$ cat config.mk
export PLATFORM = sky130hd
export DESIGN_NAME = grc_front
export DESIGN_NICKNAME = d
export VERILOG_FILES = /design/src/rtl/grc_pkg.sv /design/src/rtl/grc_front.sv
export SDC_FILE = /design/constraint.sdc
export NUM_CORES = 1
export LEC_CHECK = 0
export BUFFER_PORTS_ARGS = -buffer_cell sky130_fd_sc_hd__clkbuf_2
export CAP_MARGIN = 20
export CORE_AREA = 2 2 117 119
export CTS_BUF_LIST = sky130_fd_sc_hd__clkbuf_8 sky130_fd_sc_hd__clkbuf_16
export DETAILED_ROUTE_END_ITERATION = 16
export DIE_AREA = 0 0 119 121
export GPL_TIMING_DRIVEN = 0
export MAX_ROUTING_LAYER = met4
export PLACE_DENSITY_LB_ADDON = 0.12
export SLEW_MARGIN = 20
export SYNTH_ARGS = -nofsm -noshare
export SYNTH_HDL_FRONTEND = slang
export SYNTH_SLANG_ARGS = --single-unit
$ cat constraint.sdc
create_clock -name i_clk -period 8.7 [get_ports i_clk]
set_clock_uncertainty 0.15 [all_clocks]
set_input_delay 1.74 -clock i_clk [delete_from_list [all_inputs] [get_ports i_clk]]
set_output_delay 1.74 -clock i_clk [all_outputs]
set_load 0.02 [all_outputs]
$ cat src/rtl/grc_pkg.sv
package grc_pkg;

    localparam int QUEUE_DEPTH = 2;

    localparam logic [7:0]  TRIG_THRESHOLD = 8'd30;
    localparam logic [7:0]  TRIG_FULL      = 8'hFF;
    localparam logic [15:0] GUIDE_BIT      = 16'h0400;
    localparam logic [4:0]  CODE_NONE      = 5'd0;
    localparam logic [4:0]  CODE_LT        = 5'd15;
    localparam logic [4:0]  CODE_RT        = 5'd16;
    localparam logic [4:0]  CODE_MAX       = 5'd16;
    localparam logic [2:0]  HELD_MAX       = 3'd7;

    localparam logic [2:0] REG_REMAP_ENABLE   = 3'd0;
    localparam logic [2:0] REG_MAP_LOW        = 3'd1;
    localparam logic [2:0] REG_MAP_HIGH       = 3'd2;
    localparam logic [2:0] REG_CHORD_ENABLE   = 3'd3;
    localparam logic [2:0] REG_CHORD_FIRST    = 3'd4;
    localparam logic [2:0] REG_CHORD_SECOND   = 3'd5;
    localparam logic [2:0] REG_HOLD_POLLS     = 3'd6;
    localparam logic [2:0] REG_COOLDOWN_POLLS = 3'd7;

    localparam logic        RST_REMAP_ENABLE   = 1'b1;
    localparam logic [39:0] RST_MAP_LOW        = 40'd282600803393;
    localparam logic [39:0] RST_MAP_HIGH       = 40'd566345739593;
    localparam logic        RST_CHORD_ENABLE   = 1'b0;
    localparam logic [4:0]  RST_CHORD_FIRST    = 5'd10;
    localparam logic [4:0]  RST_CHORD_SECOND   = 5'd0;
    localparam logic [2:0]  RST_HOLD_POLLS     = 3'd3;
    localparam logic [5:0]  RST_COOLDOWN_POLLS = 6'd30;

    typedef struct packed {
        logic        remap_enable;
        logic [39:0] map_low;
        logic [39:0] map_high;
        logic        chord_enable;
        logic [4:0]  chord_first;
        logic [4:0]  chord_second;
        logic [2:0]  hold_polls;
        logic [5:0]  cooldown_polls;
    } t_cfg;

    typedef struct packed {
        logic [15:0]        buttons;
        logic [7:0]         lt_level;
        logic [7:0]         rt_level;
        logic signed [15:0] lx;
        logic signed [15:0] ly;
        logic signed [15:0] rx;
        logic signed [15:0] ry;
        logic               suppressed;
        logic               fire;
    } t_item;

    typedef struct packed {
        logic [15:0]        buttons;
        logic [7:0]         lt_level;
        logic [7:0]         rt_level;
        logic signed [15:0] lx;
        logic signed [15:0] ly;
        logic signed [15:0] rx;
        logic signed [15:0] ry;
        logic               menu_fire;
    } t_result;

    function automatic logic [15:0] code_bit(input logic [4:0] code);
        logic [15:0] b;
        case (code)
            5'd1:    b = 16'h1000;
            5'd2:    b = 16'h2000;
            5'd3:    b = 16'h4000;
            5'd4:    b = 16'h8000;
            5'd5:    b = 16'h0100;
            5'd6:    b = 16'h0200;
            5'd7:    b = 16'h0040;
            5'd8:    b = 16'h0080;
            5'd9:    b = 16'h0010;
            5'd10:   b = 16'h0020;
            5'd11:   b = 16'h0001;
            5'd12:   b = 16'h0002;
            5'd13:   b = 16'h0004;
            5'd14:   b = 16'h0008;
            default: b = 16'h0000;
        endcase
        return b;
    endfunction

    function automatic logic code_valid(input logic [4:0] code);
        return (code != CODE_NONE) && (code <= CODE_MAX);
    endfunction

    function automatic logic is_held(input logic [4:0] code, input logic [15:0] btn,
                                     input logic [7:0] lt, input logic [7:0] rt);
        logic h;
        if (!code_valid(code)) begin
            h = 1'b0;
        end else if (code == CODE_LT) begin
            h = (lt >= TRIG_THRESHOLD);
        end else if (code == CODE_RT) begin
            h = (rt >= TRIG_THRESHOLD);
        end else begin
            h = |(btn & code_bit(code));
        end
        return h;
    endfunction

    function automatic logic [7:0] level_of(input logic [4:0] code, input logic [15:0] btn,
                                            input logic [7:0] lt, input logic [7:0] rt);
        logic [7:0] v;
        if (code == CODE_LT) begin
            v = lt;
        end else if (code == CODE_RT) begin
            v = rt;
        end else begin
            v = is_held(code, btn, lt, rt) ? TRIG_FULL : 8'd0;
        end
        return v;
    endfunction

endpackage

$ cat src/rtl/grc_front.sv
module grc_front
    import grc_pkg::*;
(
    input  logic               i_clk,
    input  logic               i_rst_n,
    input  t_cfg               i_cfg,
    input  logic               i_valid,
    output logic               o_ready,
    input  logic [1:0]         i_pad_slot,
    input  logic [15:0]        i_raw_buttons,
    input  logic [7:0]         i_raw_left_trigger,
    input  logic [7:0]         i_raw_right_trigger,
    input  logic signed [15:0] i_stick_lx,
    input  logic signed [15:0] i_stick_ly,
    input  logic signed [15:0] i_stick_rx,
    input  logic signed [15:0] i_stick_ry,
    input  logic               i_guest_suppressed,
    input  logic               i_queue_ready,
    output logic               o_push,
    output t_item              o_item
);

    logic       r_latched, n_latched;
    logic [2:0] r_held,    n_held;
    logic [5:0] r_cooldown, n_cooldown;

    logic        active, no_chord, v0, v1, down, fire;
    logic [15:0] clear_bits, btn;
    logic [5:0]  cd_dec;
    logic        latched_mid;

    assign o_ready = i_queue_ready;
    assign o_push  = i_valid && i_queue_ready;

    always_comb begin
        active      = i_cfg.chord_enable && (i_pad_slot == 2'd0);
        no_chord    = (i_cfg.chord_first == CODE_NONE) && (i_cfg.chord_second == CODE_NONE);
        v0          = code_valid(i_cfg.chord_first);
        v1          = code_valid(i_cfg.chord_second);
        down        = (v0 || v1)
                    && (!v0 || is_held(i_cfg.chord_first, i_raw_buttons,
                                       i_raw_left_trigger, i_raw_right_trigger))
                    && (!v1 || is_held(i_cfg.chord_second, i_raw_buttons,
                                       i_raw_left_trigger, i_raw_right_trigger));
        clear_bits  = (v0 ? code_bit(i_cfg.chord_first) : 16'h0000)
                    | (v1 ? code_bit(i_cfg.chord_second) : 16'h0000);
        cd_dec      = (r_cooldown != 6'd0) ? r_cooldown - 6'd1 : 6'd0;
        latched_mid = down ? r_latched : 1'b0;
        fire        = !latched_mid && down && (r_held != HELD_MAX)
                    && (({1'b0, r_held} + 4'd1) == {1'b0, i_cfg.hold_polls})
                    && (cd_dec == 6'd0);

        btn        = i_raw_buttons;
        n_latched  = r_latched;
        n_held     = r_held;
        n_cooldown = r_cooldown;
        if (active && no_chord) begin
            n_latched = 1'b0;
            fire      = 1'b0;
        end else if (active) begin
            if (down) begin
                btn = i_raw_buttons & ~clear_bits;
            end
            n_held     = down ? ((r_held != HELD_MAX) ? r_held + 3'd1 : r_held) : 3'd0;
            n_latched  = fire ? 1'b1 : latched_mid;
            n_cooldown = fire ? i_cfg.cooldown_polls : cd_dec;
        end else begin
            fire = 1'b0;
        end

        o_item.buttons    = btn;
        o_item.lt_level   = i_raw_left_trigger;
        o_item.rt_level   = i_raw_right_trigger;
        o_item.lx         = i_stick_lx;
        o_item.ly         = i_stick_ly;
        o_item.rx         = i_stick_rx;
        o_item.ry         = i_stick_ry;
        o_item.suppressed = i_guest_suppressed;
        o_item.fire       = fire;
    end

    always_ff @(posedge i_clk) begin
        if (!i_rst_n) begin
            r_latched  <= 1'b0;
            r_held     <= 3'd0;
            r_cooldown <= 6'd0;
        end else if (o_push) begin
            r_latched  <= n_latched;
            r_held     <= n_held;
            r_cooldown <= n_cooldown;
        end
    end

endmodule

Yosys cells after proc, flatten, opt, wreduce, memory -nomap -nowiden:

Memory sizes are Yosys's and may differ from the RTL's.
Cells that the tools add are included.

* ROM bits: 896
* RAM bits: 0
* output and inout bits: 100
* latch bits: 0
* memories kept: 4
* word-level logic and storage cells: 89
* bits in registers: 10

* div/mod/pow operators: 0
* $lt $le $gt $ge: 4
* reductions and logical operators: 31
* bitwise operators: 6
* $mul: 0
* shift-type cells: 0
* eq/ne operators: 7
* add/subtract/negate cells: 3
* mux-type cells: 31

Memories
* (no name shown): depth 16, bits a word 14, read ports 1, clocked after memory_dff 0, wr ports 0, line grc_pkg.sv:68 `case (code)`
* (no name shown): depth 16, bits a word 14, read ports 1, clocked after memory_dff 0, wr ports 0, line grc_pkg.sv:68
* (no name shown): depth 16, bits a word 14, read ports 1, clocked after memory_dff 0, wr ports 0, line grc_pkg.sv:68
* (no name shown): depth 16, bits a word 14, read ports 1, clocked after memory_dff 0, wr ports 0, line grc_pkg.sv:68

Operator list (number)
* 16-bit 2-to-1 mux: 15
* 16-bit bitwise AND: 3
* 16-bit OR reduction: 2
* 8-bit by 5-bit >= comparator with 1-bit output, second input constant: 2
* 16-bit NOT: 1
* 16-bit OR: 1
* 1-bit logical AND: 12
* 1-bit 2-to-1 mux: 12
* 6-bit 2-to-1 mux: 2
* 5-bit by 4-bit equality test with 1-bit output, second input constant: 2
* 5-bit equality test, second input constant: 2
* 5-bit <= comparator, second input constant: 2
* 5-bit logical NOT: 2
* 5-bit nonzero test: 2
* 6-bit logical NOT: 1
* 3-bit 2-to-1 mux: 2
* 6-bit nonzero test: 1
* 6-bit by 1-bit subtractor with 6-bit output, second input constant: 1
* 3-bit by 1-bit adder with 4-bit output, second input constant: 1
* 4-bit by 3-bit equality test with 1-bit output: 1
* 4-bit AND reduction: 1
* 3-bit by 1-bit adder with 3-bit output, second input constant: 1
* 1-bit logical NOT: 3
* 1-bit logical OR: 3
* 7 further kinds: 7

Depth between registers and ports, before layout:

Gate-level depths: netlist of run 1.
An unclocked memory read counts as a cell.

* depth in word-level cells: 22
* gate-level depth with buffers: 12
* depth with buffers taken out: 9

Least setup slack after synthesis of run 1:

No wires, ideal clock.

* path type: in2out
* from: input port i_cfg[11] in the netlist's numbering
* to: output port o_item[82] in the netlist's numbering
* data required time: 6810 ps
* arrival: 3802 ps
* buffers on the path: 3
* stages on the path: 11
* setup slack: 3008 ps
* cell sequence: buf_6 buf_2 nor4_1 ha_1 inv_1 a21oi_1 a22oi_1 a31oi_4 and3_4 buf_6 a21boi_2

RTL lines
* from (decl): line grc_front.sv:6 `input t_cfg i_cfg,`
* to (decl): line grc_front.sv:20 `output t_item o_item`

==> metrics.md, run 1 <==
| Metric | Value |
|---|---|
| Status | `complete, no violations` |
| Post-route DRC | `0` |
| First-pass GRT wire length | `13.9 mm` |
| Initial Utilization | `17.4%` |
| Commonest non-fill, non-tap cell in the layout | `clkbuf_2` |
| Maximum root-to-sink buffer count | `2` |
| Fraction of layout cells with a size suffix above 1 | `around three fifths` |
| CTS tree | `yes` |
| Final Hold Fails | `0` |
| Final period util | `69.8%` |
| Largest family of logic cells by synthesized area | `buffers and inverters` |
| CP Data Required Time | `6810 ps` |
| Io pins | `between 300 and 400` |
| Post-synth top flop | `dfxtp_1` |
| Cells after Synth | `302` |
| Setup tns final | `0 ps` |
| Post-route antenna net violation count | `0` |
| Netlist cell types | `55` |
| Post-Synth Adder-Cell Area | `4.39%` |
| Worst-Skew Late Latency | `240 ps` |
| Die Span Y | `121 µm` |
| Hold Crit Class | `reg -> reg` |
| Pwr per Cell Area | `89.3 nW/µm²` |
| Static leakage | `1.69 nW` |
| VDD IR max | `0.0000432 V` |
| Syn Area/Cell | `7.55 µm²` |
| Crit path kind | `in -> out` |
| Num rows | `42` |
| Final WL | `between 9 and 10 mm` |
| WL per Instance | `between 10 and 15 µm` |
| H-tree depth | `1` |
| Vias in the first global route | `between 2000 and 3000` |
| Post-synthesis net count | `approximately 510` |
| Total power | `between 0.2 and 0.3 mW` |
| Crit end category | `output port` |
| Die ar. | `about 14000 µm²` |
| Sequential fraction of the synthesis area | `8.78%` |
| FFs w/ async S/R, synth | `0%` |
| Crit path DAT | `~4200 ps` |
| Fin crit period | `6070 ps` |
| Largest net degree at the start of global routing | `11` |
| Nets | `665` |
| Clock Pin Slew Worst Setup and Hold Paths | `approximately 40 ps` |
| Yosys warns | `0` |
| Max Cap Viol | `0` |
| Gpl congestion | `0.869` |
| DR iter-0 viols | `146` |
| Num CTS Buffers | `3` |
| Commonest non-fill, non-tap cells in the layout | `clkbuf_2, buf_4, nand2_1` |
| Simple-gate share of the synthesized area | `20.0%` |
| Synth Area in XOR/XNOR | `around 1.2%` |
| Die width | `119 µm` |
| FF+latch count, synth | `10` |
| Vias | `2692` |
| RSZ-0062 raised after global routing | `no` |
| R2R setup slack | `6150 ps` |
| Design area | `3320 µm²` |
| Initial antenna violation count | `0` |
| Detailed placement HPWL | `8.04 mm` |
| GRT Total Usage | `~12%` |
| Max Clock Freq | `~160 MHz` |
| Post-CTS Setup Repair Bufs | `0` |
| Via density | `4.29` |
| Layout area overhead | `45.6%` |
| CTS Hold Bufs | `0` |
| Core Footprint | `13100 µm²` |
| Multiplexer share of the synthesized area | `under 10%` |
| Clock Tree Root | `clkbuf_16` |
| Slew margin rel. | `51.8%` |
| Tightest Pin Transition | `about 720 ps` |
| Drt pass-1 iters | `4` |
| Setup Viol. Count Final | `0` |
| Post-DP Area | `3230 µm²` |
| Clock sinks | `10` |
| CTS resizes | `0` |
| IO Port Bufs | `146` |
| Worst setup SP type | `input port` |
| Max Slew Vio Count | `0` |
| Worst Path Max Fanout | `10` |
| Complex-gate fraction of the synthesized area | `roughly 28%` |
| Gr ovfl total | `0` |
| Post-synth EDFFs | `0` |
| Diode count | `0` |
| Fill cell count | `1460` |
| Mapped Area | `2280 µm²` |
-- critical path, stage by stage --
cell and delay [ps]:
buf_6 110, buf_2 180, nor4_1 340, ha_1 340, inv_1 180, a21oi_1 60
a22oi_1 290, a31oi_4 130, and3_4 280, buf_6 160, a21boi_2 140, clkbuf_2 210
-- cell type report --
type / count / area [µm²] / area share, %
buffer: 100 / 727 / 21.9
clock buffer: 4 / 88.8 / 2.68
inverter: 10 / 37.5 / 1.13
multi-input combinational: 182 / 1320 / 39.6
sequential: 10 / 200 / 6.03
tap: 176 / 220 / 6.63
timing repair buffer: 146 / 731 / 22.0
-- routing by layer --
metal  vias to the layer above  share of wire, %  GRT usage, %
li1                       1307                 -             -
met1                      1191                47          16.7
met2                       187                44          20.0
met3                         7               8.6          2.26
met4                         0              0.59          1.56
met5                         -                 0             -
-- cells in the mapped netlist (all sizes together) (3+ instances only) --
library cell	instances	area [µm²]
buf	96	712
nand2	19	71.3
a21boi	16	158
a21oi	14	70.1
o22ai	13	81.3
dfxtp	10	200
inv	10	37.5
o21ai	9	45.0
ha	8	100
nor2	8	30.0
mux2i	6	60.1
nand3	6	30.0
nand3b	6	45.0
nor4	6	37.5
a31oi	5	46.3
nand4	5	31.3
and4	4	35.0
clkbuf	4	15.0
nand2b	4	25.0
o32ai	4	35.0
and2	3	18.8
nor2b	3	18.8
nor3	3	15.0
nor3b	3	22.5
or2	3	18.8
or3	3	18.8
-- flip-flops by register name, indices dropped and copies added, names as in the netlist --
signal / cells
r_cooldown: 6
r_latched: 1
r_held: 3
-- per-stage QoR --
| step | hold WS [ps] | instances | utilization (%) | setup WS [ps] |
|---|---|---|---|---|
| global placement | 331 | 624 | 24.7 | 2650 |
| CTS | 350 | 628 | 25.4 | 2620 |
| finish | 345 | 628 | 25.4 | 2630 |
| detailed placement | 344 | 624 | 24.7 | 2620 |
| global route | 361 | 628 | 25.4 | 2430 |
| floorplan | 313 | 302 | - | 3010 |
-- final timing paths --
check	from	end	cells past startpoint
setup / recovery	i_cfg[11]	o_item[82]	12
hold / removal	r_held[2]	r_held[2]	2
setup reg to reg	r_cooldown[0]	r_latched	10
hold reg to reg	r_held[2]	r_held[2]	2
-- kinds of logic after synthesis --
logic type,count (synthesis)
xor+xnor,3
fa+ha+maj,8
buf+inv,110
compound gates,83
simple gates,80
mux,8
flops,10
-- power breakdown --
part / internal (mW) / total (mW) / switching, mW
clock: 0.0693 / 0.0931 / 0.0238
sequential: 0.0466 / 0.0473 / 0.000747
combinational: 0.0693 / 0.156 / 0.0867
No activity file was read; power rests on OpenSTA's default activity.
==> run 2: changes to the inputs <==
--- a/config.mk
+++ b/config.mk
@@ -7,10 +7,10 @@
 export LEC_CHECK = 0
 export BUFFER_PORTS_ARGS = -buffer_cell sky130_fd_sc_hd__clkbuf_2
 export CAP_MARGIN = 20
-export CORE_AREA = 2 2 117 119
+export CORE_AREA = 2 2 119 121
 export CTS_BUF_LIST = sky130_fd_sc_hd__clkbuf_8 sky130_fd_sc_hd__clkbuf_16
 export DETAILED_ROUTE_END_ITERATION = 16
-export DIE_AREA = 0 0 119 121
+export DIE_AREA = 0 0 121 123
 export GPL_TIMING_DRIVEN = 0
 export MAX_ROUTING_LAYER = met4
 export PLACE_DENSITY_LB_ADDON = 0.12
==> constraint.sdc (replaced) <==
create_clock -name i_clk -period 5.5 [get_ports i_clk]
set_clock_uncertainty 0.15 [all_clocks]
set_input_delay 1.1 -clock i_clk [delete_from_list [all_inputs] [get_ports i_clk]]
set_output_delay 1.1 -clock i_clk [all_outputs]
set_load 0.02 [all_outputs]
==> run 2 against run 1 <==
Clock power is 59% higher. Largest power group unchanged. Critical path type unchanged. Sequential share of layout area is essentially flat. Power up 58%. Largest cell class unchanged. Die area increased by 3.4%. Highest routed layer unchanged. Combinational power increased by 56%.
==> metrics.md, run 2 (same netlist as run 1, synthesis figures left out) <==
| Metric | Value |
|---|---|
| Clock Pin Slew Worst Setup and Hold Paths | `40 ps (about the same)` |
| Crit path kind | `in -> out` |
| Final Hold Fails | `0 (unchanged)` |
| Worst Path Max Fanout | `10 (unchanged)` |
| Worst-Skew Late Latency | `240 ps (about the same)` |
| Wl on met1 | `4.21 mm (-2.5%)` |
| Hold Path Depth | `2 (unchanged)` |
| Worst setup SP type | `input port` |
| H-tree depth | `1 (unchanged)` |
| Switch share | `37.3% (-0.18 points)` |
| Post-route antenna net violation count | `0 (unchanged)` |
| Leading registers by flop count | `r_cooldown: 6 flops, r_held: 3 flops, r_latched: 1 flops` |
| Final period util | `between 80% and 90%` |
| Final worst slack | `720 ps (-1910 ps)` |
| Setup WS pre-CTS | `684 ps (-1930 ps)` |
| CP Data Required Time | `4250 ps (-2560 ps)` |
| Max Cap Viol | `0 (unchanged)` |
| Internal | `0.293 mW (+58%)` |
| RSZ-0062 raised after global routing | `no` |
| Reg area | `200 µm² (unchanged)` |
| Slew margin rel. | `53.9% (+2.1 points)` |
| Worst R2R Path Depth | `10 (unchanged)` |
| Hold Crit Class | `reg -> reg` |
| Initial Utilization | `16.7% (-0.67 points)` |
| Commonest non-fill, non-tap cell in the layout | `clkbuf_2` |
| Hold Path End | `r_held[1]` |
| Fraction of power consumed by sequential logic | `16.0% (about the same)` |
| Final WL | `8.65 mm (-5.7%)` |
| R2R Path End | `r_latched` |
| Hold WS | `335 ps (-9.83 ps)` |
| Clock sinks | `10 (unchanged)` |
| Vias | `2641 (-1.9%)` |
| R2R setup slack | `2940 ps (-3210 ps)` |
| CTS resizes | `0 (unchanged)` |
| Drt pass-1 iters | `4 (unchanged)` |
| Fin crit period | `4780 ps` |
| Vias in the first global route | `2525 (-5.9%)` |
| Setup tns final | `0 ps (unchanged)` |
| Part of the power in combinational logic | `52.3% (-0.3 points)` |
| Pwr per Cell Area | `141 nW/µm² (+58%)` |
| Total power | `0.468 mW (+58%)` |
| CTS tree | `yes` |
| Static leakage | `1.69 nW (unchanged)` |
| First-pass GRT wire length | `13.1 mm (-5.9%)` |
| Commonest non-fill, non-tap cells in the layout | `clkbuf_2, buf_4, nand2_1` |
| Diode count | `0 (unchanged)` |
| Met3 WL post-DR | `621 µm (-21%)` |
| Via density | `4.18 (-2.5%)` |
| Num CTS Buffers | `3 (unchanged)` |
| Layout area overhead | `45.8%` |
| Core Footprint | `13600 µm² (+4.0%)` |
| Largest net degree at the start of global routing | `11 (unchanged)` |
| Die width | `121 µm (+1.7%)` |
| Tightest Pin Transition | `685 ps (-30.8 ps)` |
| VDD IR max | `0.0000677 V (+57%)` |
| Max Slew Vio Count | `0 (unchanged)` |
| Io pins | `304 (unchanged)` |
| Maximum root-to-sink buffer count | `2 (unchanged)` |
| Initial antenna violation count | `0 (unchanged)` |
| Die Span Y | `123 µm (+1.7%)` |
| Crit path DAT | `3530 ps (-650 ps)` |
| Gpl congestion | `0.856 (-1.6%)` |
| Layout Utilization | `24.4% (-0.94 points)` |
| Sw power | `0.175 mW (+57%)` |
| Gr ovfl total | `0 (unchanged)` |
| Max Clock Freq | `209 MHz` |
| Fill cell count | `1559 (+6.8%)` |
| Post-route DRC | `0 (unchanged)` |
| DR iter-0 viols | `105 (-28%)` |
| IO Port Bufs | `146 (unchanged)` |
| Met2 wire length | `3.75 mm (-6.2%)` |
| Reg2reg start | `r_cooldown[0]` |
| Crit end category | `output port` |
| Hold_sp | `r_held[1]` |
| Nets | `665 (unchanged)` |
| CTS Hold Bufs | `0 (unchanged)` |
| Largest register by flop count | `r_cooldown` |
| Post-CTS Setup Repair Bufs | `0 (unchanged)` |
| Detailed placement HPWL | `7.52 mm (-6.5%)` |
| Fraction of layout cells with a size suffix above 1 | `59.1% (unchanged)` |
| Max reg flops | `6 (unchanged)` |
| WL per Instance | `13.7 µm (-6.2%)` |
| Clock Tree Root | `clkbuf_16` |
| Uppermost routed layer | `met4` |
| Setup Viol. Count Final | `0 (unchanged)` |
| Die ar. | `14900 µm² (+3.4%)` |
| Clock power share | `31.7% (+0.3 points)` |
| GRT Total Usage | `11.3% (-1.0 points)` |
| Area of the multi-input gates | `1320 µm² (unchanged)` |
| Status | `complete, no violations` |
| Num rows | `43 (+2.4%)` |
[run 2: cell counts in the layout (fill, tap and decap cells not counted)]
Identical to the previous run, type by type.
[run 2: final cells by class]
| type | count | area share, % |
|---|---|---|
| multi-input cells | 182 | 39.6 |
| repair buffers | 146 | 22.0 |
| plain buffers | 100 | 21.9 |
| well taps | 180 | 6.77 |
| flip-flops and latches | 10 | 6.02 |
| clock buffers | 4 | 2.67 |
| inverters | 10 | 1.13 |
[run 2: worst max path at each step]
stage,startpoint,endpoint,slack [ps],cells past startpoint
after floorplan,i_cfg[11],o_item[82],1090,11
after global placement,i_cfg[11],o_item[82],710,12
after detailed placement,i_cfg[11],o_item[82],680,12
after CTS,i_cfg[11],o_item[82],670,12
after global routing,i_cfg[11],o_item[82],510,12
final,i_cfg[11],o_item[82],720,12
[run 2: power by group through the flow]
stage,combinational [mW],clock [mW],sequential (mW)
after global routing,0.267,0.154,0.0749
final,0.244,0.148,0.0748
after CTS,0.248,0.149,0.0748
after floorplan,0.168,0,0.0757
after detailed placement,0.247,0,0.0760
after global placement,0.248,0,0.0761
[run 2: critical path: stages]
cell and delay [ps]:
buf_6 110, buf_2 180, nor4_1 350, ha_1 340
inv_1 170, a21oi_1 60, a22oi_1 280, a31oi_4 130
and3_4 280, buf_6 160, a21boi_2 140, clkbuf_2 220
[run 2: routing by layer]
layer  GRT usage, %  up-vias
met3           1.48        5
li1               -     1305
met4           2.25        0
met2           17.5      149
met1           15.9     1182
met5              -        -
[run 2: stage by stage]
| stage | instances | instance area (µm²) |
|---|---|---|
| floorplan | 302 | 2280 |
| global placement | 628 | 3240 |
| detailed placement | 628 | 3240 |
| CTS | 632 | 3320 |
| global route | 632 | 3320 |
| finish | 632 | 3320 |
==> run 3: changes to the inputs <==
--- a/config.mk
+++ b/config.mk
@@ -5,6 +5,7 @@
 export SDC_FILE = /design/constraint.sdc
 export NUM_CORES = 1
 export LEC_CHECK = 0
+export ABC_AREA = 1
 export BUFFER_PORTS_ARGS = -buffer_cell sky130_fd_sc_hd__clkbuf_2
 export CAP_MARGIN = 20
 export CORE_AREA = 2 2 119 121
==> run 3 against run 2 <==
Power shrank 5.8%. Wire length increased by 8.4%. Sequential share of layout area is 0.16 points lower. Non-clock buffer count decreased by 2. Cell count increased by 15%. Setup slack gained 150 ps. Sequential cell count stayed put. Global-route usage rose by 1.1 points. Die area is the same. Utilization rose by 0.67 points. Count of clock-buffer cells in the layout shrank 1. Design area increased by 2.7%. Critical path type unchanged. Critical endpoint is now o_item[0].
==> metrics.md, run 3 <==
| Metric | Value |
|---|---|
| CP peak stage delay | `340 ps (about the same)` |
| Reg2reg start | `r_held[0]` |
| Leading registers by flop count | `r_cooldown: 6 flops, r_held: 3 flops, r_latched: 1 flops` |
| Post-synthesis net count | `604 (+18%)` |
| Status | `complete, no violations` |
| Post-route DRC | `0 (unchanged)` |
| Tightest Pin Transition | `434 ps (-252 ps)` |
| VDD IR max | `0.0000674 V (-0.36%)` |
| Buf+Inv Stages, Crit Path | `6 (+1)` |
| Worst R2R Path Depth | `11 (+1)` |
| Fin crit period | `4630 ps (-150 ps)` |
| Detailed placement HPWL | `8.52 mm (+13%)` |
| Max Cap Viol | `0 (unchanged)` |
| Mapped Area | `2360 µm² (+3.5%)` |
| Critical Path Stages | `14 (+2)` |
| Pwr per Cell Area | `129 nW/µm² (-8.3%)` |
| Commonest non-fill, non-tap cell in the layout | `clkbuf_2` |
| First-pass GRT wire length | `14.2 mm (+8.1%)` |
| RSZ-0062 raised after global routing | `no` |
| Maximum root-to-sink buffer count | `2 (unchanged)` |
| Fill cell count | `1603 (+2.8%)` |
| Fraction of layout cells with a size suffix above 1 | `49.1% (-10 points)` |
| Core Footprint | `13600 µm² (unchanged)` |
| Worst-Skew Late Latency | `230 ps (about the same)` |
| Final Hold Fails | `0 (unchanged)` |
| Nets | `760 (+14%)` |
| Crit path kind | `in -> out` |
| Via density | `4.02 (-3.8%)` |
| Post-synth EDFFs | `0 (unchanged)` |
| Clock Tree Root | `clkbuf_16` |
| DR iter-0 viols | `179 (+70%)` |
| Vias in the first global route | `2754 (+9.1%)` |
| Final period util | `84.2% (-2.7 points)` |
| CP Launch Point | `i_cfg[10]` |
| Worst setup SP type | `input port` |
| CTS tree | `yes` |
| Delay-heaviest family, CP | `simple AND/OR/NAND/NOR gates` |
| Largest register by flop count | `r_cooldown` |
| Cells along the critical path | `clkbuf_2 -> nor2_1 -> inv_1 -> nor3_1 -> ha_1 -> inv_1 -> a31oi_1 -> nand2_2 -> nand3_4 -> nor2_4 -> inv_2 -> nor2_1 -> buf_4 -> clkbuf_2` |
| Top cells by count, synth | `buf_4, nand2_1, nand3_1, inv_1, nor2_1` |
| FFs w/ async S/R, synth | `0% (unchanged)` |
| Max Clock Freq | `216 MHz (+3.2%)` |
| Final std cells w/o fill | `726 (+15%)` |
| Die width | `121 µm (unchanged)` |
| Die ar. | `14900 µm² (unchanged)` |
| Crit end category | `output port` |
| Final WL | `9.38 mm (+8.4%)` |
| Layout area overhead | `44.8%` |
| Clock sinks | `10 (unchanged)` |
| Worst Path Max Fanout | `7 (-3)` |
| Num CTS Buffers | `3 (unchanged)` |
| WL per Instance | `12.9 µm (-5.6%)` |
| Reg area | `200 µm² (unchanged)` |
| Netlist cell types | `35 (-36%)` |
| Gr ovfl total | `0 (unchanged)` |
| H-tree depth | `1 (unchanged)` |
| Io pins | `304 (unchanged)` |
| Post-synth top area share | `27.7% (-0.31 points)` |
| Max Slew Vio Count | `0 (unchanged)` |
| Dominant cell by count in the synthesized netlist | `buf_4` |
| Initial antenna violation count | `0 (unchanged)` |
| Sequential fraction of the synthesis area | `8.48% (-0.30 points)` |
| R2R setup slack | `3130 ps (+190 ps)` |
| Crit path DAT | `3380 ps (-150 ps)` |
| Drt pass-1 iters | `4 (unchanged)` |
| Setup tns final | `0 ps (unchanged)` |
| Initial Utilization | `17.3% (+0.59 points)` |
| Syn Area/Cell | `6.02 µm² (-20%)` |
| Synth area leader | `buf_4` |
| Max reg flops | `6 (unchanged)` |
| Static leakage | `1.88 nW (+11%)` |
| Post-synth top flop | `dfxtp_1` |
| Area of the multi-input gates | `1290 µm² (-1.6%)` |
| IO Port Bufs | `151 (+3.4%)` |
| Slowest CP cell | `ha_1` |
| Clock Pin Slew Worst Setup and Hold Paths | `40 ps (about the same)` |
| Setup Viol. Count Final | `0 (unchanged)` |
| Commonest non-fill, non-tap cells in the layout | `clkbuf_2, buf_4, nand2_1` |
| Slew margin rel. | `70.7% (+17 points)` |
| Diode count | `0 (unchanged)` |
| Vias | `2919 (+11%)` |
| CTS Hold Bufs | `0 (unchanged)` |
| CTS resizes | `0 (unchanged)` |
| CP Data Required Time | `4250 ps (about the same)` |
| Hold Crit Class | `reg -> reg` |
| Cells after DPL | `723 (+15%)` |
| Num rows | `43 (unchanged)` |
| Critical Path End | `o_item[0]` |
| FF+latch count, synth | `10 (unchanged)` |
| Gpl congestion | `0.847 (-0.99%)` |
| Yosys warns | `0 (unchanged)` |
| Dominant cells by area after synthesis | `buf_4, nand2_1, nand3_1` |
| Die Span Y | `123 µm (unchanged)` |
| Post-route antenna net violation count | `0 (unchanged)` |
| GRT Total Usage | `12.4% (+1.1 points)` |
| Largest net degree at the start of global routing | `11 (unchanged)` |
| R2R Path End | `r_cooldown[2]` |
| Post-CTS Setup Repair Bufs | `0 (unchanged)` |
| Cells after Synth | `392 (+30%)` |
## run 3: changes by cell type after synthesis, moves of 10 or more
| cell | before | now |
|---|---|---|
| a21boi_2 | 10 | 0 |
| o22ai_1 | 13 | 1 |
| inv_1 | 9 | 43 |
| nor2_1 | 8 | 37 |
| nand2_1 | 19 | 66 |
| nand3_1 | 6 | 49 |
## run 3: cell families after synthesis
logic type / share of synthesized area [%]
AOI/OAI and AO/OA: 12.4
DFF: 8.48
buffers and inverters: 36.7
and+or+nand+nor: 37.5
adders and majority gates: 4.24
xor gates and xnor gates: 0.742
## run 3: report_power, final
group / switching [mW] / internal [mW]
Sequential: 0.000723 / 0.0737
Clock: 0.0306 / 0.0940
Combinational: 0.143 / 0.0989
## run 3: metrics by stage
stage | hold slack [ps] | total power [mW] | worst slack (ps) | area [µm²] | utilization (%)
6_report | 325 | 0.441 | 870 | 3420 | 25.1
3_3_place_gp | 320 | 0.319 | 876 | 3340 | 24.5
2_1_floorplan | 295 | 0.235 | 1440 | 2360 | -
4_1_cts | 329 | 0.447 | 845 | 3420 | 25.1
3_5_place_dp | 322 | 0.319 | 846 | 3340 | 24.5
5_1_grt | 358 | 0.471 | 629 | 3420 | 25.1
## run 3: area by class of cell
type | count | area share [%]
Sequential cell | 10 | 5.86
Inverter | 47 | 5.16
Multi-Input combinational cell | 242 | 37.9
Tap cell | 180 | 6.59
Buffer | 93 | 20.2
Clock buffer | 3 | 2.20
Timing Repair Buffer | 151 | 22.1
## run 3: layer usage
metal	vias up	wire length, µm	track usage (%)
li1	1496	-	-
met1	1270	4540	17.7
met2	145	4040	19.0
met3	8	694	1.80
met4	0	99	1.89
met5	-	0	-
## run 3: how the worst min path moves through the flow
stage	start	end	slack, ps	cells past startpoint
finish	r_cooldown[0]	r_cooldown[0]	320	2
CTS	r_cooldown[0]	r_cooldown[0]	330	2
global placement	r_cooldown[0]	r_cooldown[0]	320	2
global route	r_cooldown[0]	r_cooldown[0]	360	2
floorplan	r_cooldown[0]	r_cooldown[0]	300	2
detailed placement	r_cooldown[0]	r_cooldown[0]	320	2
## run 3: tightest hold or removal path: stages (launching register included)
cell and delay, ps:
dfxtp_1 310, nand2_1 60, a21oi_1 50
